<file path="src/kpcalc_pkg.sv">
// Shared types and key codes for the keypad calculator.
`default_nettype none

package kpcalc_pkg;

   localparam int DATA_W    = 16;
   localparam int CMD_W     = 3;
   localparam int DIGIT_W   = 4;
   localparam int DIV_STEPS = DATA_W;
   localparam int CNT_W     = $clog2(DIV_STEPS);

   // key codes; a pending operator uses the same codes, with OP_NONE for none
   localparam logic [CMD_W-1:0] CMD_DIGIT  = 3'd0;
   localparam logic [CMD_W-1:0] CMD_ADD    = 3'd1;
   localparam logic [CMD_W-1:0] CMD_SUB    = 3'd2;
   localparam logic [CMD_W-1:0] CMD_MUL    = 3'd3;
   localparam logic [CMD_W-1:0] CMD_DIV    = 3'd4;
   localparam logic [CMD_W-1:0] CMD_EQUALS = 3'd5;
   localparam logic [CMD_W-1:0] OP_NONE    = 3'd0;

   typedef struct packed {
      logic [CMD_W-1:0]   cmd;
      logic [DIGIT_W-1:0] digit;
   } req_type;

   typedef struct packed {
      logic [DATA_W-1:0] value;
      logic              div_error;
   } rsp_type;

endpackage

`default_nettype wire

</file>
<file path="src/keypad_left_to_right_calculator_top.sv">
// Keypad calculator: one key per request, left-to-right evaluation, one result on equals.
//
// Each request carries one key: a digit, add, subtract, multiply, divide or
// equals (codes 6 and 7 are ignored). Digits build the operand as x*10+d,
// wrapping at 16 bits; an operator folds the operand into the accumulator
// with the pending operator, strictly left to right, and equals returns one
// response (value, div_error) and clears all state. Digit, add, subtract,
// multiply and divide-by-zero keys complete when accepted. A key that applies
// a divide with a nonzero divisor runs a restoring divider that retires one
// quotient bit per cycle over 16 divide steps; req_stall stays high meanwhile.
// The result sits in an output register. While it is held by rsp_stall,
// req_stall stays high, so the next key is taken at the earliest in the
// cycle in which the waiting result is accepted. Division by zero is
// remembered and reported at equals as value 0 with div_error set.
`default_nettype none

module keypad_left_to_right_calculator_top (
   input  wire logic              clock,
   input  wire logic              reset,
   input  wire logic              req_valid,
   output logic                   req_stall,
   input  wire kpcalc_pkg::req_type req_data,
   output logic                   rsp_valid,
   input  wire logic              rsp_stall,
   output kpcalc_pkg::rsp_type    rsp_data
);
   import kpcalc_pkg::*;

   typedef enum logic {
      S_IDLE,
      S_DIV
   } state_type;

   state_type          state_ff, state_in;
   logic [DATA_W-1:0]  acc_ff, acc_in;
   logic [DATA_W-1:0]  opnd_ff, opnd_in;
   logic [CMD_W-1:0]   pend_ff, pend_in;
   logic               keyed_ff, keyed_in;
   logic               err_ff, err_in;
   // divider
   logic [DATA_W-1:0]  rem_ff, rem_in;
   logic [DATA_W-1:0]  quo_ff, quo_in;
   logic [DATA_W-1:0]  dvsr_ff, dvsr_in;
   logic [CNT_W-1:0]   cnt_ff, cnt_in;
   logic               eq_ff, eq_in;     // divide was started by equals
   // output register
   logic               rsp_valid_ff, rsp_valid_in;
   rsp_type            rsp_data_ff, rsp_data_in;

   logic               accept;
   logic [DATA_W-1:0]  alu_res;
   logic               div_start;
   logic               div_zero;
   logic [DATA_W-1:0]  product;
   logic [DATA_W-1:0]  times_ten;
   logic [DATA_W:0]    trial;
   logic               trial_ge;

   assign req_stall = (state_ff != S_IDLE) || (rsp_valid_ff && rsp_stall);
   assign accept    = req_valid && !req_stall;
   assign rsp_valid = rsp_valid_ff;
   assign rsp_data  = rsp_data_ff;

   // low half of the product, wraps at 16 bits
   assign product   = acc_ff * opnd_ff;
   // x*10 as x*8 + x*2, wrapping at 16 bits
   assign times_ten = {opnd_ff[DATA_W-4:0], 3'b000} + {opnd_ff[DATA_W-2:0], 1'b0};

   // one restoring divide step
   assign trial    = {rem_ff, quo_ff[DATA_W-1]} - {1'b0, dvsr_ff};
   assign trial_ge = !trial[DATA_W];

   // pending operator applied to accumulator and operand
   always_comb begin
      alu_res   = acc_ff;
      div_start = 1'b0;
      div_zero  = 1'b0;
      case (pend_ff)
         CMD_ADD: alu_res = acc_ff + opnd_ff;
         CMD_SUB: alu_res = acc_ff - opnd_ff;
         CMD_MUL: alu_res = product;
         CMD_DIV: begin
            if (opnd_ff == '0) begin
               div_zero = 1'b1;
            end else begin
               div_start = 1'b1;
            end
         end
         default: alu_res = opnd_ff;
      endcase
   end

   always_comb begin
      state_in     = state_ff;
      acc_in       = acc_ff;
      opnd_in      = opnd_ff;
      pend_in      = pend_ff;
      keyed_in     = keyed_ff;
      err_in       = err_ff;
      rem_in       = rem_ff;
      quo_in       = quo_ff;
      dvsr_in      = dvsr_ff;
      cnt_in       = cnt_ff;
      eq_in        = eq_ff;
      rsp_valid_in = rsp_valid_ff && rsp_stall;
      rsp_data_in  = rsp_data_ff;

      case (state_ff)
         S_IDLE: begin
            if (accept) begin
               case (req_data.cmd)
                  CMD_DIGIT: begin
                     opnd_in  = times_ten
                              + {{(DATA_W-DIGIT_W){1'b0}}, req_data.digit};
                     keyed_in = 1'b1;
                  end
                  CMD_ADD, CMD_SUB, CMD_MUL, CMD_DIV: begin
                     if (div_start) begin
                        state_in = S_DIV;
                        rem_in   = '0;
                        quo_in   = acc_ff;
                        dvsr_in  = opnd_ff;
                        cnt_in   = '0;
                        eq_in    = 1'b0;
                     end else begin
                        acc_in = alu_res;
                        err_in = err_ff || div_zero;
                     end
                     pend_in  = req_data.cmd;
                     opnd_in  = '0;
                     keyed_in = 1'b0;
                  end
                  CMD_EQUALS: begin
                     if (pend_ff != OP_NONE && keyed_ff && div_start) begin
                        state_in = S_DIV;
                        rem_in   = '0;
                        quo_in   = acc_ff;
                        dvsr_in  = opnd_ff;
                        cnt_in   = '0;
                        eq_in    = 1'b1;
                     end else begin
                        rsp_valid_in = 1'b1;
                        if (pend_ff == OP_NONE) begin
                           rsp_data_in.value     = err_ff ? '0 : opnd_ff;
                           rsp_data_in.div_error = err_ff;
                        end else if (keyed_ff) begin
                           rsp_data_in.value     = (err_ff || div_zero) ? '0 : alu_res;
                           rsp_data_in.div_error = err_ff || div_zero;
                        end else begin
                           rsp_data_in.value     = err_ff ? '0 : acc_ff;
                           rsp_data_in.div_error = err_ff;
                        end
                        acc_in   = '0;
                        opnd_in  = '0;
                        pend_in  = OP_NONE;
                        keyed_in = 1'b0;
                        err_in   = 1'b0;
                     end
                  end
                  default: ;
               endcase
            end
         end
         S_DIV: begin
            rem_in = trial_ge ? trial[DATA_W-1:0] : {rem_ff[DATA_W-2:0], quo_ff[DATA_W-1]};
            quo_in = {quo_ff[DATA_W-2:0], trial_ge};
            cnt_in = cnt_ff + 1'b1;
            if (cnt_ff == CNT_W'(DIV_STEPS - 1)) begin
               state_in = S_IDLE;
               if (eq_ff) begin
                  // output register is free: it was free when equals was taken
                  rsp_valid_in          = 1'b1;
                  rsp_data_in.value     = err_ff ? '0 : quo_in;
                  rsp_data_in.div_error = err_ff;
                  acc_in   = '0;
                  opnd_in  = '0;
                  pend_in  = OP_NONE;
                  keyed_in = 1'b0;
                  err_in   = 1'b0;
               end else begin
                  acc_in = quo_in;
               end
            end
         end
         default: state_in = S_IDLE;
      endcase
   end

   always_ff @(posedge clock) begin
      if (reset) begin
         state_ff     <= S_IDLE;
         acc_ff       <= '0;
         opnd_ff      <= '0;
         pend_ff      <= OP_NONE;
         keyed_ff     <= 1'b0;
         err_ff       <= 1'b0;
         cnt_ff       <= '0;
         eq_ff        <= 1'b0;
         rsp_valid_ff <= 1'b0;
      end else begin
         state_ff     <= state_in;
         acc_ff       <= acc_in;
         opnd_ff      <= opnd_in;
         pend_ff      <= pend_in;
         keyed_ff     <= keyed_in;
         err_ff       <= err_in;
         cnt_ff       <= cnt_in;
         eq_ff        <= eq_in;
         rsp_valid_ff <= rsp_valid_in;
      end
      rem_ff      <= rem_in;
      quo_ff      <= quo_in;
      dvsr_ff     <= dvsr_in;
      rsp_data_ff <= rsp_data_in;
   end

endmodule

`default_nettype wire

</file>
<file path="config.mk">
export PLATFORM = sky130hd
export DESIGN_NAME = keypad_left_to_right_calculator_top
export DESIGN_NICKNAME = d
export VERILOG_FILES = /design/src/kpcalc_pkg.sv /design/src/keypad_left_to_right_calculator_top.sv
export SDC_FILE = /design/constraint.sdc
export NUM_CORES = 1
export LEC_CHECK = 0
export BUFFER_PORTS_ARGS = -buffer_cell sky130_fd_sc_hd__buf_2
export CORE_UTILIZATION = 27
export CTS_CLUSTER_DIAMETER = 60
export DETAILED_ROUTE_END_ITERATION = 6
export MAX_ROUTING_LAYER = met4
export PLACE_DENSITY = 0.5
export SYNTH_ARGS = -nofsm -noshare
export SYNTH_HDL_FRONTEND = slang
export SYNTH_SLANG_ARGS = --single-unit
</file>
<file path="constraint.sdc">
create_clock -name clock -period 8.52 [get_ports clock]
set_input_delay 0.852 -clock clock [delete_from_list [all_inputs] [get_ports clock]]
set_output_delay 0.852 -clock clock [all_outputs]
set_load 0.1 [all_outputs]
</file>
==> results.txt, run 1 <==
The area growth from synthesis to layout is 9.35%. The combinational cell fraction of total power came out at 0.216. In this run, post-CTS repair resized a total of 0 instances. The port buffer count came out at 29.

The critical path goes through buf_4 -> nand2_1 -> fa_1 -> fa_1 -> fa_1 -> fa_1 -> inv_1 -> fa_1 -> inv_1 -> fa_1 -> inv_1 -> ha_1 -> a21oi_1 -> nor2b_1 -> or4_1 -> o22ai_1 -> xnor2_1 -> o221ai_1 -> a21o_1 -> nor2b_1 -> o31a_1. In the final routed layout, each cell accounts on average for 18.2 um. In this run the worst hold path is classified as register to register. The TritonCTS buffer count is 9. The total die area is approximately 45000 um^2. The repair_antennas step left the layout with diodes totalling 0. At the worst endpoint, the required time is just under 9 ns. 30 I/O pins were placed.

STA classifies the critical path endpoint as a register. Internal power comes to around 900 uW. The combined global-route utilization of all metal layers came out at 0.168. The layout filler cell count came out at ~4600. The sequential fraction of design power is 0.450.

The final number of hold-violating endpoints came to 0. The most used flip-flop cell after synthesis is edfxtp_1. The minimum clock period came out at just under 7 ns. The number of distinct library cells after synthesis came out at 75. Summed over all layers, the routed wires come to ~35000 um. The number of cell rows is 76. The vertical die dimension is 212 um. The cts-stage hold buffer count is 0. The flow ran to the end, and the final reports show no timing, DRC or antenna violations.

The critical path is of the register to register type. The number of nets produced by synthesis came out at around 1600. The via count of the first global-routing pass was approximately 9800. Of the total synthesized cell area, the portion taken by XOR and XNOR cells is 0.0684. Of the available clock period, the critical path in the final layout requires 0.792. The compound-cell area share of the yosys netlist is 0.160.

In this run the power density over the cells is slightly above 100 nW/um^2. The core area is ~43000 um^2. The fraction of layout instances using a drive strength above 1 came out at 0.0788. The largest total area in the synthesized netlist belongs to edfxtp_1. The clock net in this run drives a total of ~110 sinks.

The buffers plus inverters on the worst setup path is 4. The share of synthesized registers carrying an async set or reset is 0. The share of total power dissipated in the clock network is 0.334.

The worst max-slew margin expressed relative to the limit came out at 0.278. The final RePlAce weighted congestion is ~0.9. The fraction of the mapped netlist area in adder cells is 0.257. Setup violations remaining at the end of the flow were counted as 0.

In this run the cell area of the synthesized design comes to about 12000 um^2. The first-pass GRT wire length came out at ~56000 um. After clock tree synthesis, the setup repair step added 0 buffers.

The most common cell in the synthesized netlist is inv_1. The cell type of the slowest stage on the worst timing path is dfxtp_1. The width of the die came out at between 200 and 250 um. The portion of synthesized area spent on multiplexers is 0.0311.

The yosys synthesis warning count is 0. The data arrival at the endpoint of the critical path is ~7 ns. The switching power of the nets is roughly 430 uW.

The average cell area after synthesis came out at between 8 and 9 um^2. The max-slew violation count is 0. Summing over every cut layer, the via total after detailed routing is a little under 10000. The post-detailed-route via-to-cell ratio is between 4 and 5. TritonCTS built the clock tree. The HPWL after detailed placement is about 25000 um. The total DRC errors in the routed layout came out at 0. In this run the remaining antenna-violating nets after routing total 0. The total number of H-tree levels is 3.

Setup slack on the worst reg-to-reg path comes out at ~1.8 ns. The post-route clock skew came out at around 0.017 ns. The leakage component of the power came out at roughly 0.0054 uW. The sequential area share after synthesis is 0.239. The longest individual stage delay on the worst path came out at around 0.79 ns. Timing would allow up to between 0.1 and 0.15 GHz.

The standard cell area after detailed placement came out at 12700 um^2. In this run, synthesis inferred 65 flip-flops with an integrated enable. The deepest clock path buffer count came out at 2. The clock insertion delay at the later pin of the skew report came out at roughly 0.38 ns.

The cell type group with the largest total delay on the critical path is adder cells. Counting stages on the worst path, the most repeated cell is fa_1. The final layout net count is ~1600.

With fillers left out, the area of the finished cells amounts to between 10000 and 15000 um^2. Synthesis inferred 109 register bits. Yosys attributes the largest share of cell area to edfxtp_1, fa_1, ha_1. The cell count after synthesis is approximately 1400. The worst setup path is launched from a register. The number of DRC markers after the initial detailed-route iteration came out at ~660. The share of synthesized cell area in and, or, nand and nor gates came out at 0.170. The maximum vdd ir drop came out at between 80 and 90 uV. After synthesis, the largest family of logic cells by area is adder cells.

The slew at the pin closest to its max-slew limit came out at approximately 1.1 ns. Summed over all failing endpoints, the final setup total negative slack is 0 ns. The count of maximum capacitance violations is 0.

The post-CTS clock slew at the launch and capture registers of the worst setup and hold paths came out at 0.09 ns. The fraction of power spent switching nets came out at 0.327. Summed over all layers, the global routing overflow is 0. Setup repair after global routing left no endpoint under its margin. The cell at the root of the clock tree is clkbuf_16. The effective utilization at floorplan is 0.275.

Sorting the synthesized cells by how often they occur yields inv_1, nand2_1, ha_1. The first-pass iteration count of the detailed router came out at 5. The worst-path maximum fanout is 15.

The pin count of the biggest net entering global routing came out at ~80. The number of antenna violations at the first check in global routing is 0. Of the post-synthesis cell area, the dominant cell type holds 0.165.
==> layout make-up <==
class / instances / area, um^2 / area share
timing repair buffer: 58 / 363 / 0.0280
sequential: 109 / 2830 / 0.219
clock buffer: 10 / 239 / 0.0184
inverter: 154 / 578 / 0.0446
clock inverter: 6 / 65.1 / 0.00502
tap: 585 / 732 / 0.0565
multi-input combinational: 1021 / 8160 / 0.629
==> worst paths after layout <==
| kind | start | cells past startpoint | to |
|---|---|---|---|
| hold / removal | eq_ff | 2 | eq_ff |
| hold reg to reg | eq_ff | 2 | eq_ff |
| setup / recovery | opnd_ff[1] | 21 | rsp_data[16] |
| setup reg to reg | opnd_ff[1] | 21 | rsp_data[16] |
==> flip-flops by register name, indices dropped and copies added, names as in the netlist <==
signal     count
acc_ff        16
cnt_ff         4
dvsr_ff       16
eq_ff          1
err_ff         1
keyed_ff       1
opnd_ff       16
pend_ff        3
quo_ff        16
rem_ff        16
rsp_data      17
rsp_valid      1
state_ff       1
==> per-stage QoR <==
stage                     hold WS [ns]  cells  utilization  total power, uW  setup WS [ns]
final                            0.491   1943        0.300             1320           1.77
after global routing             0.520   1943        0.300             1370           1.59
after CTS                        0.496   1943        0.300             1320           1.82
after detailed placement         0.471   1927        0.293              882           1.85
after global placement           0.473   1927        0.293              882           1.93
after floorplan                  0.406   1361            -              801           2.20
==> cell usage in the layout (no fill, tap or decap), drive strengths merged, types with 19 or more instances in the layout <==
cell    count
edfxtp     65
and2       68
o21a       22
nor2b      29
nor2      103
fa         84
mux2i      20
nand2     136
dfxtp      44
ha        109
inv       156
a21oi      79
nor3       19
a22oi      26
xnor2      61
xor2       29
buf        58
o21ai      46
==> worst register-to-register path: stages, from the launching register on <==
cell and delay [ns]:
dfxtp_1 0.79, buf_4 0.30, nand2_1 0.10, fa_1 0.54
fa_1 0.57, fa_1 0.45, fa_1 0.55, inv_1 0.05
fa_1 0.47, inv_1 0.05, fa_1 0.47, inv_1 0.04
ha_1 0.33, a21oi_1 0.15, nor2b_1 0.07, or4_1 0.39
o22ai_1 0.19, xnor2_1 0.21, o221ai_1 0.19, a21o_1 0.22
nor2b_1 0.13, o31a_1 0.24
==> cell families after synthesis <==
| kind of cell | after synthesis |
|---|---|
| AND/OR/NAND/NOR | 415 |
| flip-flops | 109 |
| adder cells (fa/ha/maj) | 193 |
| XOR/XNOR | 91 |
| multiplexers | 35 |
| buffers and inverters | 231 |
| AO/OA/AOI/OAI | 287 |
==> power groups by stage <==
| stage | clock network, uW | registers (uW) | logic, uW |
|---|---|---|---|
| 5_1_grt | 469 | 595 | 310 |
| 6_report | 440 | 593 | 284 |
| 2_1_floorplan | 0 | 600 | 200 |
| 4_1_cts | 454 | 592 | 279 |
| 3_3_place_gp | 0 | 604 | 277 |
| 3_5_place_dp | 0 | 604 | 278 |
==> routing by layer <==
metal  GRT usage  part of all wire  vias up
li1            -                 -     4599
met1       0.217              0.46     4688
met2       0.265              0.46      281
met3      0.0202             0.052       67
met4      0.0707             0.032        0
met5           -                 0        -
(Power assumes the default switching activity.)
==> run 2, diff against run 1 <==
Settings changed: PLACE_DENSITY 0.5 to 0.51.
Clock period 8.52 ns to 5.5 ns, I/O delays scaled along.
==> run 2 against run 1 <==
Compared with the run above:
- sequential cell count is the same
- clock power rose by 54%
- clock skew fell by 0.00076 ns
- the run now ends with negative setup slack left
- cell area rose by 7.4%
- sequential share of layout area is 1.2 points lower
- maximum frequency rose by 16%
- die area did not move
- first-iteration DRC count decreased by 7.8%
- global-route usage is 1.0 points higher
- critical endpoint unchanged
- sequential power increased by 53%
- combinational power up 81%
- non-clock buffer count rose by 86
==> results.txt, run 2 (synthesized netlist as in run 1, its figures left out) <==
The vertical die dimension is 212 um (unchanged). The post-route clock skew came out at 0.0165 ns (-0.000756 ns). The number of DRC markers after the initial detailed-route iteration came to 604 (-7.8%). The worst max-slew margin expressed relative to the limit is 0.143 (-0.136). The register-to-register setup slack came out at -0.34 ns (-2.11 ns).

The portion of the clock cycle consumed by the worst path in the final layout is 1.06 (+0.270). The post-route cell area is 13900 um^2 (+7.4%). TritonCTS built the clock tree. The count of boundary I/O pins is 30 (unchanged). The max-slew violation count is 0 (unchanged). The number of routed nets with antenna violations is 0 (unchanged). The effective utilization at floorplan is 0.275 (unchanged). The worst setup path is launched from a register.

The number of cell rows came out at 76 (unchanged). The path class of the lowest-slack min-delay path is input pin to register. The TritonCTS buffer count came to 9 (unchanged). The run finished, with violations left. The leakage component of the power is 0.00592 uW (+8.8%). The number of antenna violations at the first check in global routing came out at 0 (unchanged).

The data required time at the worst endpoint is 5.61 ns (-3.03 ns). The cell total after placement is 2003 (+3.9%). The number of cell instances on the worst register-to-register path is 22 (+4.8%). The flip-flop count of the largest register, all copies and words added is 17 (unchanged).

The total DRC errors in the routed layout came out at 0 (unchanged). The endpoint of the worst register-to-register path is rsp_data[16]. The total wire length after detailed routing is 37800 um (+7.1%). The total clock sinks is 109 (unchanged).

The pin count of the biggest net entering global routing came out at 77 (-1.3%). The number of vias in the routed layout is 10100 (+4.5%). The total die area came out at 44800 um^2 (unchanged). Tracing the worst setup path back leads to its startpoint at opnd_ff[5].

The combined global-route utilization of all metal layers is 0.178 (+0.0103). The setup path with the least slack is of type register to register. The final layout net count is 1643 (+5.5%). The total grt overflow came out at 0 (unchanged).

The clock insertion delay at the later pin of the skew report is 0.38 ns (about the same). The data arrival at the endpoint of the critical path is 5.95 ns (-0.92 ns). In this run the worst setup path terminates at rsp_data[16]. The power per unit of standard cell area is 151 nW/um^2 (+48%). The final worst setup slack came out at -0.340 ns (-2.11 ns). The minimum clock period came out at 5.84 ns (-0.908 ns). The first-pass GRT wire length came out at 58800 um (+5.1%).

The total number of H-tree levels came out at 3 (unchanged). The final RePlAce weighted congestion came out at 0.927 (+1.4%). The final number of hold-violating endpoints is 0 (unchanged). The final non-filler cell total is 2029 (+4.4%). The maximum vdd ir drop is 163 uV (+83%). The worst reg2reg path startpoint is opnd_ff[5]. The total inserted antenna cells is 0 (unchanged). The detail-routed net length per standard cell was 18.6 um (+2.6%). The library cell used most frequently in the layout, excluding fill and tap cells, is inv_1. The final count of negative-setup-slack endpoints is 9 (+9). The via count of the first global-routing pass is 10200 (+4.7%). The count of maximum capacitance violations came out at 0 (unchanged). The core area is 43200 um^2 (unchanged). The width of the die came out at 212 um (unchanged). The deepest clock path buffer count came out at 2 (unchanged).

The top cell types in the final layout, fill and taps aside, are inv_1, nand2_1, buf_4. The tree is rooted in a clkbuf_16. The worst setup path is captured at a register.

The area growth from synthesis to layout is 17.4%. The HPWL after detailed placement was 28800 um (+14%). The slew at the pin closest to its max-slew limit came out at 1.29 ns (+0.205 ns).

The first-pass iteration count of the detailed router came out at 5 (unchanged). The fraction of layout instances using a drive strength above 1 is 0.174 (+0.0950). Setup repair after global routing could not meet its margin everywhere. The post-detailed-route via-to-cell ratio is 4.96 (+0.11%). The worst-path maximum fanout came out at 6 (-9). The port buffer count is 29 (unchanged). The post-CTS clock slew at the launch and capture registers of the worst setup and hold paths is 0.09 ns (about the same). The overall power consumption is 2100 uW (+59%). The achievable frequency came to 0.171 GHz (+16%). The standard cell area after detailed placement was 13300 um^2 (+5.0%). The worst hold slack after final layout came out at 0.425 ns (-0.0662 ns). The checks that failed: negative setup slack.
-- run 2: critical path: stages, from the launching register on --
cell,delay [ns]
dfxtp_4,0.38
buf_4,0.14
and2_1,0.17
fa_1,0.39
inv_1,0.10
fa_1,0.45
fa_2,0.38
fa_1,0.48
inv_1,0.05
fa_1,0.52
inv_1,0.05
fa_1,0.48
inv_1,0.06
ha_4,0.22
a21oi_2,0.10
nor2b_1,0.06
or4_4,0.44
o22ai_4,0.25
xnor2_2,0.13
o221ai_1,0.12
a21o_1,0.22
nor2b_1,0.13
o31a_1,0.25
-- run 2: worst min path at each step --
| stage | start | end | slack [ns] | cells past startpoint |
|---|---|---|---|---|
| after floorplan | opnd_ff[14] | dvsr_ff[14] | 0.41 | 0 |
| after global placement | eq_ff | eq_ff | 0.47 | 2 |
| after detailed placement | eq_ff | eq_ff | 0.49 | 2 |
| after CTS | rsp_stall | rsp_valid | 0.42 | 3 |
| after global routing | rsp_stall | rsp_valid | 0.44 | 3 |
| final | rsp_stall | rsp_valid | 0.42 | 3 |
-- run 2: where the power goes --
group / switching [uW] / internal [uW] / total (uW)
Sequential: 30.8 / 875 / 906
Clock: 357 / 320 / 677
Combinational: 316 / 198 / 514
-- run 2: through the flow --
step           setup slack, ns   util  TNS (ns)
6_report                -0.340  0.323     -1.04
2_1_floorplan           -0.221      -    -0.221
3_3_place_gp            -0.484  0.308     -3.51
3_5_place_dp            -0.470  0.308     -3.59
5_1_grt                 -0.533  0.323     -3.50
4_1_cts                 -0.266  0.321    -0.883
-- run 2: per-layer routing --
| layer | GRT usage | share of wire | up-vias | routed length [um] |
|---|---|---|---|---|
| li1 | - | - | 4758 | - |
| met1 | 0.223 | 0.44 | 4942 | 16500 |
| met2 | 0.292 | 0.47 | 318 | 17800 |
| met3 | 0.0258 | 0.060 | 55 | 2270 |
| met4 | 0.0647 | 0.031 | 0 | 1190 |
| met5 | - | 0 | - | 0 |
-- run 2: repair_timing --
item	CTS	global route
hold buffers	0	0
setup buffers	9	2
cloned	0	0
setup endpoints to repair	15	17
pin swaps	34	11
gates resized for setup	66	10
-- run 2: layout make-up --
class	instances	area (um^2)
timing repair buffer	144	1060
multi-input combinational	1021	8390
sequential	109	2880
inverter	154	578
fill	4585	29200
tap	585	732
clock inverter	7	66.3
clock buffer	9	225
==> run 3, diff against run 2 <==
Settings changed: PLACE_DENSITY 0.51 to 0.5.
Clock period 5.5 ns to 6.2 ns, I/O delays scaled along.
==> run 3 against run 2 <==
Compared with the run above:
- the flow now finishes without violations
- sequential cell count unchanged
- setup slack better by 0.56 ns
- global-route usage down 0.15 points
- total power down 9.9%
- sequential share of layout area up 0.70 points
- clock-buffer cell count unchanged
- critical endpoint unchanged
==> results.txt, run 3 (synthesized netlist as in run 1, its figures left out) <==
The final number of hold-violating endpoints came to 0 (unchanged). The vertical die dimension is 212 um (unchanged). The core area is 43200 um^2 (unchanged). The effective utilization at floorplan came out at 0.275 (unchanged).

The number of antenna violations at the first check in global routing is 0 (unchanged). The worst hold slack after final layout came out at 0.488 ns (+0.0631 ns). The power per unit of standard cell area came out at 142 nW/um^2 (-5.7%). The post-route clock skew was 0.00615 ns (-0.0104 ns). The max-slew violation count is 0 (unchanged). The total clock sinks is 109 (unchanged). The total grt overflow is 0 (unchanged). The slew at the pin closest to its max-slew limit is 1.16 ns (-0.128 ns). Leaving out fill and tap cells, the most frequent cells in the layout are inv_1, nand2_1, ha_1. The cell at the root of the clock tree is clkbuf_16. The total inserted antenna cells is 0 (unchanged).

The data required time at the worst endpoint is 6.33 ns (+0.72 ns). STA classifies the critical path endpoint as a register. The cell total after placement came out at 1960 (-2.1%). The total DRC errors in the routed layout came out at 0 (unchanged). The worst-path maximum fanout is 8 (+2). The total wire length after detailed routing is 36900 um (-2.3%). The cts-stage hold buffer count is 0 (unchanged). The width of the die is 212 um (unchanged). The maximum vdd ir drop came out at 135 uV (-17%).

The leakage component of the power came out at 0.00565 uW (-4.5%). The power share of the clock group is 0.349 (+0.026). In this design, the critical path's most frequently occurring cell is fa_1. The fraction of power spent switching nets is 0.315 (-0.0206).

The fraction of layout instances using a drive strength above 1 is 0.110 (-0.0638). The critical path in this run is classified as register to register. The total die area is 44800 um^2 (unchanged). The startpoint identified for the worst register-to-register timing path is opnd_ff[3]. The HPWL after detailed placement is 28700 um (-0.33%). The via count of the first global-routing pass came out at 9665 (-5.5%). The total number of H-tree levels came out at 3 (unchanged). The TritonCTS buffer count came out at 9 (unchanged).

The total area of sequential cells is 2850 um^2 (-1.2%). The origin of the worst min-delay path is rsp_stall. The number of buffers added for setup after CTS came out at 0 (-9). The final count of negative-setup-slack endpoints is 0 (-9). The sum of negative setup slack came out at 0 ns (+1.04 ns). The count of boundary I/O pins is 30 (unchanged).

The portion of the clock cycle consumed by the worst path in the final layout is 0.964 (-0.0980). The clock tree from TritonCTS is done. The clock insertion delay at the later pin of the skew report is 0.38 ns (about the same). The overall power consumption is 1890 uW (-9.9%). The first-pass iteration count of the detailed router came out at 5 (unchanged).

The achievable frequency is 0.167 GHz (-2.3%). The number of DRC markers after the initial detailed-route iteration is 774 (+28%). The minimum clock period is 5.98 ns (+0.136 ns). The post-CTS clock slew at the launch and capture registers of the worst setup and hold paths came out at 0.08 ns (about the same). Leaving out fill and tap cells, the most frequent cell in the layout is inv_1. The number of routed nets with antenna violations came out at 0 (unchanged).

The pin count of the biggest net entering global routing is 73 (-5.2%). The area growth from synthesis to layout is 12.2%. The critical path goes through buf_4 -> and2_1 -> fa_1 -> inv_1 -> fa_1 -> inv_1 -> fa_1 -> fa_1 -> inv_1 -> fa_1 -> fa_1 -> xor2_1 -> xnor2_1 -> xnor2_1 -> xnor2_1 -> xnor3_1 -> xnor2_2 -> o221ai_1 -> a21o_1 -> nor2b_1 -> o31a_1. The final non-filler cell total is 1976 (-2.6%). The final layout net count was 1590 (-3.2%). The flip-flop count of the largest register, all copies and words added is 17 (unchanged). The deepest clock path buffer count is 2 (unchanged). The final RePlAce weighted congestion is 0.930 (+0.28%). The data arrival at the endpoint of the critical path is 6.11 ns (+0.16 ns).

The worst-case setup slack after placement is 0.129 ns (+0.599 ns). The flow ran to the end, and the final reports show no timing, DRC or antenna violations. The multi-input gate area in the final layout was 8190 um^2 (-2.3%). The combined global-route utilization of all metal layers is 0.177 (-0.00150).

The count of maximum capacitance violations came to 0 (unchanged). The post-detailed-route via-to-cell ratio is 4.94 (-0.46%). The sequential fraction of design power was 0.425 (-0.007). The combinational cell fraction of total power was 0.226 (-0.019). The switching power of the nets came out at 595 uW (-15%). STA classifies the critical path startpoint as a register.

The final worst setup slack is 0.224 ns (+0.564 ns). The tightest min-delay check is of the input pin to register type. The first-pass GRT wire length came to 57600 um (-2.0%). The worst max-slew margin expressed relative to the limit came to 0.222 (+0.0795).

The slowest stage of the critical path is the fa_1 cell. Setup repair after global routing left no endpoint under its margin. The layout filler cell count came out at 4570 (-0.33%). The internal power of the cells came out at 1290 uW (-7.1%). The port buffer count came to 29 (unchanged).

The start point of the critical path is opnd_ff[3]. The number of vias in the routed layout came to 9765 (-3.1%). The longest individual stage delay on the worst path was 0.55 ns (+0.03 ns).

The number of cell rows is 76 (unchanged). The detail-routed net length per standard cell was 18.7 um (+0.35%).
## run 3: changes by cell type in the layout (fill, tap and decap cells not counted), moves of 4 or more
cell and delta:
buf_6 -7, ha_1 +7, dfxtp_1 +8, ha_4 -4, a21oi_2 -5, buf_4 -45, a21oi_1 +6, dfxtp_4 -10
## run 3: area by class of cell
type | count | share of cell area
multi-input cells | 1021 | 0.616
inverters | 154 | 0.0435
clock inverters | 7 | 0.00715
clock buffers | 9 | 0.0169
well taps | 585 | 0.0550
flip-flops and latches | 109 | 0.214
repair buffers | 91 | 0.0478
## run 3: worst max-delay path: cells and delay by family (launching register included)
kind / cells / cell delay, ns
AO/OA/AOI/OAI: 3 / 0.60
XOR/XNOR: 6 / 1.24
adder cells (fa/ha/maj): 6 / 2.88
buffers and inverters: 4 / 0.36
flip-flops: 1 / 0.38
AND/OR/NAND/NOR: 2 / 0.29
## run 3: power groups by stage
stage          clock (uW)  combinational [uW]  sequential [uW]
5_1_grt               700                 463              806
3_3_place_gp            0                 417              819
4_1_cts               674                 420              802
2_1_floorplan           0                 275              825
6_report              659                 427              803
3_5_place_dp            0                 417              819
## run 3: timing repair
item	CTS	global route
hold endpoints to repair	0	0
setup endpoints to repair	0	4
gates resized for setup	0	16
## run 3: path summary, 6_finish.rpt
kind | end | cells past startpoint | slack (ns)
worst max register to register | rsp_data[16] | 21 | 0.22
worst max-delay path | rsp_data[16] | 21 | 0.22
worst min register to register | eq_ff | 2 | 0.51
worst min-delay path | rsp_valid | 3 | 0.49
## run 3: per-stage QoR
stage	util	cell area [um^2]
global route	0.308	13300
floorplan	-	11900
CTS	0.307	13300
detailed placement	0.300	12900
finish	0.308	13300
global placement	0.300	12900
## run 3: layer usage
metal,wire length [um],GRT usage
met1,16700,0.225
met2,16800,0.277
met3,2240,0.0295
met4,1180,0.0742
met5,0,-
